`src/rtl/rmpf_pkg.sv`:
```
// Shared types for the running median and peak filter.
// Holds the link record passed between neighboring sorting cells; no dependencies.
`timescale 1ns / 1ps

package rmpf_pkg;

    // Control seen by a cell's neighbors.
    typedef struct packed {
        logic valid;  // cell holds a sample
        logic ev;     // entry after eviction is valid
        logic ge;     // entry after eviction is at least the new sample
        logic med;    // cell marks the median rank
    } t_link;

endpackage

```
`src/rtl/rmpf_cell.sv`:
```
// One cell of the sorted chain: holds one sample and its median marker.
// Depends on rmpf_pkg for the link record exchanged with its neighbors.
`timescale 1ns / 1ps

module rmpf_cell #(
    parameter int       SAMPLE_BITS = 16,
    parameter bit       IS_HEAD     = 1'b0
) (
    input  logic                          i_clk,
    input  logic                          i_rst_n,
    input  logic                          i_load,
    input  logic                          i_shift_med,
    input  logic                          i_full,
    input  logic signed [SAMPLE_BITS-1:0] i_x,
    input  logic signed [SAMPLE_BITS-1:0] i_oldest,
    input  rmpf_pkg::t_link               i_up,
    input  logic signed [SAMPLE_BITS-1:0] i_up_e,
    input  rmpf_pkg::t_link               i_dn,
    input  logic signed [SAMPLE_BITS-1:0] i_dn_s,
    output rmpf_pkg::t_link               o_link,
    output logic signed [SAMPLE_BITS-1:0] o_s,
    output logic signed [SAMPLE_BITS-1:0] o_e
);
    import rmpf_pkg::*;

    logic signed [SAMPLE_BITS-1:0] r_s;
    logic signed [SAMPLE_BITS-1:0] n_s;
    logic                          r_valid;
    logic                          n_valid;
    logic                          r_med;
    logic                          rm;
    logic                          ev;
    logic                          ge;
    logic signed [SAMPLE_BITS-1:0] e;

    // The evicted sample sits at the first entry not greater than it, so every
    // cell at or below that entry takes its lower neighbor's sample.
    assign rm = i_full && r_valid && (r_s <= i_oldest);
    assign e  = rm ? i_dn_s : r_s;
    assign ev = rm ? i_dn.valid : r_valid;
    assign ge = ev && (e >= i_x);

    always_comb begin
        if (ge) begin
            n_s     = e;
            n_valid = 1'b1;
        end else if (i_up.ge) begin
            n_s     = i_x;
            n_valid = 1'b1;
        end else begin
            n_s     = i_up_e;
            n_valid = i_up.ev;
        end
    end

    always_ff @(posedge i_clk) begin
        if (!i_rst_n) begin
            r_valid <= 1'b0;
            r_med   <= IS_HEAD;
        end else if (i_load) begin
            r_valid <= n_valid;
            if (i_shift_med) begin
                r_med <= i_up.med;
            end
        end
    end

    always_ff @(posedge i_clk) begin
        if (i_load) begin
            r_s <= n_s;
        end
    end

    assign o_link = '{valid: r_valid, ev: ev, ge: ge, med: r_med};
    assign o_s    = r_s;
    assign o_e    = e;

endmodule

```
`src/rtl/running_median_peak_filter.sv`:
```
// Running median and peak filter over the last WINDOW signed samples. One item
// is taken per clock when the result side keeps up; the cells take up each item,
// and its result then moves into the output register. The rate is set by the
// chain of compare-and-shift cells, which evicts the oldest sample and inserts
// the new one in the same update. Depends on rmpf_pkg and rmpf_cell.
`timescale 1ns / 1ps

module running_median_peak_filter #(
    parameter int WINDOW      = 9,
    parameter int SAMPLE_BITS = 16
) (
    input  logic                          i_clk,
    input  logic                          i_rst_n,
    input  logic                          i_valid,
    output logic                          o_ready,
    input  logic signed [SAMPLE_BITS-1:0] i_sample,
    output logic                          o_valid,
    input  logic                          i_ready,
    output logic signed [SAMPLE_BITS-1:0] o_median_value,
    output logic signed [SAMPLE_BITS-1:0] o_peak_value
);
    import rmpf_pkg::*;

    localparam logic signed [SAMPLE_BITS-1:0] MinVal = {1'b1, {(SAMPLE_BITS-1){1'b0}}};
    localparam t_link HeadLink = '{valid: 1'b1, ev: 1'b1, ge: 1'b1, med: 1'b0};
    localparam t_link TailLink = '{valid: 1'b0, ev: 1'b0, ge: 1'b0, med: 1'b0};

    logic signed [SAMPLE_BITS-1:0] r_tap [WINDOW];
    logic                          r_odd;
    logic                          r_pend;
    logic                          r_ov;
    logic signed [SAMPLE_BITS-1:0] r_median;
    logic signed [SAMPLE_BITS-1:0] r_peak;
    logic signed [SAMPLE_BITS-1:0] n_median;

    logic signed [SAMPLE_BITS-1:0] x;
    logic                          load;
    logic                          full;
    logic                          shift_med;
    logic                          slot_free;
    logic                          move_out;

    t_link                         w_link [WINDOW];
    logic signed [SAMPLE_BITS-1:0] w_s    [WINDOW];
    logic signed [SAMPLE_BITS-1:0] w_e    [WINDOW];

    assign x         = (i_sample == MinVal) ?
                       MinVal + {{(SAMPLE_BITS-1){1'b0}}, 1'b1} : i_sample;
    assign slot_free = !r_ov || i_ready;
    assign move_out  = r_pend && slot_free;
    assign o_ready   = !r_pend || slot_free;
    assign load      = i_valid && o_ready;
    assign full      = w_link[WINDOW-1].valid;
    // The median rank moves down one cell each time the count becomes odd.
    assign shift_med = !full && w_link[0].valid && !r_odd;

    for (genvar g = 0; g < WINDOW; g++) begin : g_cell
        t_link                         up;
        t_link                         dn;
        logic signed [SAMPLE_BITS-1:0] up_e;
        logic signed [SAMPLE_BITS-1:0] dn_s;

        if (g == 0) begin : g_head
            assign up   = HeadLink;
            assign up_e = x;
        end else begin : g_mid
            assign up   = w_link[g-1];
            assign up_e = w_e[g-1];
        end

        if (g == WINDOW - 1) begin : g_tail
            assign dn   = TailLink;
            assign dn_s = x;
        end else begin : g_body
            assign dn   = w_link[g+1];
            assign dn_s = w_s[g+1];
        end

        rmpf_cell #(
            .SAMPLE_BITS (SAMPLE_BITS),
            .IS_HEAD     (g == 0)
        ) u_cell (
            .i_clk       (i_clk),
            .i_rst_n     (i_rst_n),
            .i_load      (load),
            .i_shift_med (shift_med),
            .i_full      (full),
            .i_x         (x),
            .i_oldest    (r_tap[WINDOW-1]),
            .i_up        (up),
            .i_up_e      (up_e),
            .i_dn        (dn),
            .i_dn_s      (dn_s),
            .o_link      (w_link[g]),
            .o_s         (w_s[g]),
            .o_e         (w_e[g])
        );
    end

    // Arrival-order line; its last tap is the sample to evict once full.
    always_ff @(posedge i_clk) begin
        if (load) begin
            r_tap[0] <= x;
            for (int i = 1; i < WINDOW; i++) begin
                r_tap[i] <= r_tap[i-1];
            end
        end
    end

    always_comb begin
        n_median = '0;
        for (int i = 0; i < WINDOW; i++) begin
            n_median = n_median | (w_s[i] & {SAMPLE_BITS{w_link[i].med}});
        end
    end

    always_ff @(posedge i_clk) begin
        if (!i_rst_n) begin
            r_odd  <= 1'b0;
            r_pend <= 1'b0;
            r_ov   <= 1'b0;
        end else begin
            if (load && !full) begin
                r_odd <= !r_odd;
            end
            if (load) begin
                r_pend <= 1'b1;
            end else if (move_out) begin
                r_pend <= 1'b0;
            end
            if (move_out) begin
                r_ov <= 1'b1;
            end else if (i_ready) begin
                r_ov <= 1'b0;
            end
        end
    end

    // The cells still hold the pending item's state at the edge that moves it out.
    always_ff @(posedge i_clk) begin
        if (move_out) begin
            r_median <= n_median;
            r_peak   <= w_s[0];
        end
    end

    assign o_valid        = r_ov;
    assign o_median_value = r_median;
    assign o_peak_value   = r_peak;

endmodule

```
`config.mk`:
```
export PLATFORM = sky130hd
export DESIGN_NAME = running_median_peak_filter
export DESIGN_NICKNAME = d
export VERILOG_FILES = /design/src/rtl/rmpf_pkg.sv /design/src/rtl/rmpf_cell.sv /design/src/rtl/running_median_peak_filter.sv
export SDC_FILE = /design/constraint.sdc
export NUM_CORES = 1
export LEC_CHECK = 0
export ABC_AREA = 1
export BUFFER_PORTS_ARGS = -buffer_cell sky130_fd_sc_hd__buf_4
export CORE_ASPECT_RATIO = 1.75
export CORE_MARGIN = 4
export CORE_UTILIZATION = 55
export DETAILED_ROUTE_END_ITERATION = 12
export HOLD_SLACK_MARGIN = 0.02
export PLACE_DENSITY = 0.71
export RECOVER_POWER = 50
export SLEW_MARGIN = 40
export SYNTH_ARGS = -nofsm -noshare
export SYNTH_HDL_FRONTEND = slang
export SYNTH_SLANG_ARGS = --single-unit
```
`constraint.sdc`:
```
create_clock -name i_clk -period 9.7 [get_ports i_clk]
set_input_delay 0.97 -clock i_clk [delete_from_list [all_inputs] [get_ports i_clk]]
set_output_delay 0.97 -clock i_clk [all_outputs]
set_load 0.02 [all_outputs]
```
==> results.txt <==
----------------------------------------------------
[Synth]
  Mapped Nets ... between 3,000 and 4,000
  Warnings from Yosys ... 0
  Cell area after synthesis ... 25,170 um2
  Number of register bits inferred by synthesis ... 341
  Share of the synthesized area in the top cell type ... 38.17%
  Mux share of post-synthesis cell area ... 0%
  Leading area contributor after synthesis ... sky130_fd_sc_hd__edfxtp_1
  Post-synthesis cell count ... 3,138
  Main area contributors after synthesis ... sky130_fd_sc_hd__edfxtp_1 (38%), sky130_fd_sc_hd__nand2_1 (15%), sky130_fd_sc_hd__ha_1 (14%)
  Post-synthesis async set-or-reset flop share ... 0%
  Dominant register cell in the synthesized netlist ... sky130_fd_sc_hd__edfxtp_1
  Combinational family with the most area after synthesis ... simple AND/OR/NAND/NOR gates
  Complex-gate fraction of the synthesized area ... 7.087%
  Number of synthesized flops with an enable pin ... 320
  Sequential fraction of the synthesis area ... 39.84%
  Xor and xnor fraction of the mapped netlist area ... 0%
  Average size of a mapped cell ... 8.022 um2
  Number of distinct library cells after synthesis ... 39
  Post-synthesis share of cell area spent on full adders, half adders and majority gates ... roughly 14%
  Simple-Gate Fraction of Synth Area ... 29.78%

[Pwr]
  Part of the total power dissipated in sequential elements ... 38.3%
  Clock network fraction of total power ... 27.2%
  Power Density ... 199.0 nW/um2
  Worst VDD drop ... about 0.2 mV
  Switching share of total power ... 39.68%
  Combinational Power Share ... 34.5%
  Reported leakage power ... 13.02 nW
  Internal ... 3.224 mW
  Reported net switching power ... roughly 2.1 mW

[Routing]
  Number of vias per cell after detailed routing ... 6.139
  Number of DRC markers after the initial detailed-route iteration ... 2,480
  Count of unresolved DRC violations after routing ... 0
  Number of antenna-violating nets in the routed design ... 0
  Number of iterations in the first detailed-routing pass ... 6
  Final Routed Wirelength ... 93,560 um
  Vias ... between 20,000 and 25,000
  Final routed wire length divided by cell count ... 25.05 um

[Worst setup path]
  Worst flop-to-flop path endpoint ... g_cell[7].u_cell.o_s[1]
  Worst reg-to-reg path cell count ... 27
  Start of the worst register-to-register path ... r_tap[0][137]
  Peak per-stage delay on the critical path ... 570 ps
  Slack of the worst reg-to-reg path ... 3850 ps
  Sort of element at the end of the critical path ... flip-flop
  Crit. Startpoint ... r_tap[0][137]
  Worst Path Arrival ... 6150 ps
  Kind of cell with the highest combined delay on the critical path ... simple AND/OR/NAND/NOR gates
  Dominant cell type by count on the critical path ... sky130_fd_sc_hd__nand2_1
  Logic depth of the worst path, buffers included ... 27
  Worst path required time ... 10,000 ps
  Cell type of the slowest stage on the worst timing path ... sky130_fd_sc_hd__inv_1
  CP startpoint kind ... flip-flop
  Buffering stage count on the worst path with inverters included ... 4
  CP max FO ... 33
  Capturing element of the worst setup path ... g_cell[7].u_cell.o_s[1]
  Worst setup path class ... flip-flop to flip-flop

[Timing]
  PnR worst setup slack ... 3848 ps
  Maximum clock skew at final layout ... between 15 and 20 ps
  Worst Max-Slew Pin Slew ... approximately 2300 ps
  Setup TNS ... 0 ps
  Relative max-transition margin ... -56.01%
  Post-route fraction of the period consumed by the critical path ... 60.33%
  Number of hold violations in the final report ... 0
  Count of final max-slew check failures ... 33
  Count of final setup violators ... 0
  Minimum clock period after layout ... approximately 5900 ps
  Fmax ... 170.9 MHz
  RSZ-0062 raised after global routing ... no

[Clock tree]
  Number of buffers inserted for hold repair after clock tree synthesis ... 0
  Clock tree root buffer cell ... sky130_fd_sc_hd__clkbuf_16
  Post-cts gate resize count ... 0
  Post-CTS Setup Inserts ... 0
  CTS clock-pin slew for the worst setup and hold paths ... 70 ps
  Number of buffers added by the clock tree synthesis step ... 36
  Clock Latency Late Sink ... approximately 560 ps
  CTS tree ... built
  Number of sinks driven by the clock tree ... between 300 and 400
  Maximum buffer depth of the clock tree ... 3
  H-tree depth ... 2

[Cells and area]
  Post-route cell area ... 26,850 um2
  Seq. cell area ... 10,030 um2
  Total Nets Final ... 3,440
  Total area of multi-input combinational cells ... ~13,000 um2
  Area growth, synth to finish ... 6.660%
  Number of cells in the finished layout apart from fillers ... 3,735
  Fraction of layout instances using a drive strength above 1 ... 4.973%
  Number of fill cells ... 4,114
  Core occupancy in the finished layout ... 59.36%

[Placement]
  GP Congestion ... 1.055
  Placed Instances ... around 3,700
  Post-Place Worst Slack ... 3988 ps
  Half-perimeter wire length of the detailed placement result ... approximately 69,000 um
  Count of port buffers added during placement ... 53
  Placed cell areas ... 25,860 um2

[GRT]
  Number of antenna violations at the first check in global routing ... 1
  Via count of the first global-routing pass ... 22,630
  Maximum number of pins on one net before global-route repair ... 116
  GRT Total Usage ... 37.17%
  Remaining global-route overflow ... 0
  First-pass GRT wire length ... approximately 140,000 um

[Die]
  I/O pins ... between 50 and 60
  Overall die width ... 169.7 um
  Effective utilization at floorplan ... 55.65%
  Die outline height ... 291.0 um
  Die Outline Area ... 49,390 um2
  Core box area ... between 40,000 and 50,000 um2
  Number of cell rows ... 103

[Status]
  Outcome ... complete, but fails checks
  Violated checks ... capacitance limit, slew limit

[Worst hold path]
  Class of the tightest hold or removal check ... flip-flop to flip-flop

[Run]
  Number of violations of the max-capacitance limit ... 1

----------------------------------------------------
area by class of cell:
class | instances | area share [%]
antenna | 1 | 0.009320
clock buffer | 47 | 3.625
clock inverter | 16 | 0.7596
inverter | 397 | 5.652
multi-input combinational | 2270 | 48.09
sequential | 341 | 37.36
tap | 577 | 2.689
timing repair buffer | 86 | 1.813
power groups by stage:
stage               Combinational (mW)  Clock [mW]  Sequential, mW
global route                      2.06        1.52            2.05
finish                            1.85        1.45            2.05
floorplan                         1.30           0            1.98
detailed placement                1.81           0            2.07
global placement                  1.76           0            2.07
CTS                               1.82        1.46            2.04
per-layer routing:
metal / share of wire [%] / track usage (%) / vias up
li1: - / - / 10620
met4: 11 / 30.77 / 0
met2: 46 / 60.42 / 1299
met5: 0 / 0 / -
met3: 7.8 / 4.688 / 403
met1: 35 / 43.23 / 10610
logic make-up (layout without fill, tap and decap cells):
kind of cell	count (synthesis)	count (layout)
AND/OR/NAND/NOR	1675	1675
buffers and inverters	527	546
AO/OA/AOI/OAI	307	307
adder cells (fa/ha/maj)	288	288
flip-flops	341	341
other	0	1
cells in the final DEF, fill, tap and decap left out, types with 2 or more instances in the layout:
master / n
sky130_fd_sc_hd__o21ai_2: 4
sky130_fd_sc_hd__o21a_1: 23
sky130_fd_sc_hd__clkbuf_1: 60
sky130_fd_sc_hd__a22o_1: 14
sky130_fd_sc_hd__a21oi_4: 2
sky130_fd_sc_hd__bufinv_16: 4
sky130_fd_sc_hd__nor4_2: 4
sky130_fd_sc_hd__inv_6: 6
sky130_fd_sc_hd__o21bai_1: 7
sky130_fd_sc_hd__ha_1: 288
sky130_fd_sc_hd__a221oi_1: 18
sky130_fd_sc_hd__o21ai_0: 65
sky130_fd_sc_hd__o21ai_1: 13
sky130_fd_sc_hd__a21oi_2: 3
sky130_fd_sc_hd__nand3_4: 18
sky130_fd_sc_hd__nand4_1: 150
sky130_fd_sc_hd__buf_4: 32
sky130_fd_sc_hd__nand2_2: 7
sky130_fd_sc_hd__a21o_1: 8
sky130_fd_sc_hd__clkinv_2: 4
sky130_fd_sc_hd__nand3b_1: 2
sky130_fd_sc_hd__clkbuf_16: 37
sky130_fd_sc_hd__nand2_4: 8
sky130_fd_sc_hd__inv_1: 363
sky130_fd_sc_hd__nand3_1: 326
sky130_fd_sc_hd__nand2_1: 1008
sky130_fd_sc_hd__nor3_1: 2
sky130_fd_sc_hd__inv_4: 4
sky130_fd_sc_hd__inv_2: 5
sky130_fd_sc_hd__dfxtp_1: 20
sky130_fd_sc_hd__nand3_2: 5
sky130_fd_sc_hd__clkinv_1: 24
sky130_fd_sc_hd__nor4_1: 2
sky130_fd_sc_hd__a21oi_1: 149
sky130_fd_sc_hd__edfxtp_1: 320
sky130_fd_sc_hd__nor2_1: 137
sky130_fd_sc_hd__nor3_2: 4
Yosys cell counts, types with 5 or more instances:
cell,n
sky130_fd_sc_hd__a21o_1,8
sky130_fd_sc_hd__a21oi_1,150
sky130_fd_sc_hd__a221oi_1,18
sky130_fd_sc_hd__a22o_1,14
sky130_fd_sc_hd__buf_2,36
sky130_fd_sc_hd__buf_4,13
sky130_fd_sc_hd__buf_6,23
sky130_fd_sc_hd__clkbuf_1,55
sky130_fd_sc_hd__clkinv_1,23
sky130_fd_sc_hd__dfxtp_1,21
sky130_fd_sc_hd__edfxtp_1,320
sky130_fd_sc_hd__ha_1,288
sky130_fd_sc_hd__inv_1,364
sky130_fd_sc_hd__inv_2,5
sky130_fd_sc_hd__nand2_1,1009
sky130_fd_sc_hd__nand2_2,6
sky130_fd_sc_hd__nand2_4,8
sky130_fd_sc_hd__nand3_1,326
sky130_fd_sc_hd__nand3_2,6
sky130_fd_sc_hd__nand3_4,17
sky130_fd_sc_hd__nand4_1,150
sky130_fd_sc_hd__nor2_1,137
sky130_fd_sc_hd__o21a_1,23
sky130_fd_sc_hd__o21ai_0,65
sky130_fd_sc_hd__o21ai_1,13
sky130_fd_sc_hd__o21bai_1,7
per-stage QoR:
stage               hold slack, ps  total power [mW]
detailed placement           404.5             3.879
CTS                          419.3             5.320
global placement             400.5             3.822
floorplan                    400.3             3.276
global route                 420.7             5.632
finish                       417.8             5.344
sequential cells by signal, indices dropped and copies added, names as in the netlist:
register               count
g_cell.u_cell.o_s        144
g_cell.u_cell.r_med        9
g_cell.u_cell.r_valid      9
o_median_value            16
o_peak_value              16
o_valid                    1
r_odd                      1
r_pend                     1
r_tap                    144
how the worst min path moves through the flow:
stage / startpoint / to / slack [ps] / cells after the start
after floorplan: r_tap[0][84] / r_tap[0][100] / 400 / 0
after global placement: r_tap[0][112] / r_tap[0][128] / 400 / 0
after detailed placement: r_tap[0][96] / r_tap[0][112] / 400 / 0
after CTS: r_tap[0][96] / r_tap[0][112] / 420 / 0
after global routing: r_tap[0][85] / r_tap[0][101] / 420 / 0
final: r_tap[0][112] / r_tap[0][128] / 420 / 0
Power figures use the tool's default switching activity.
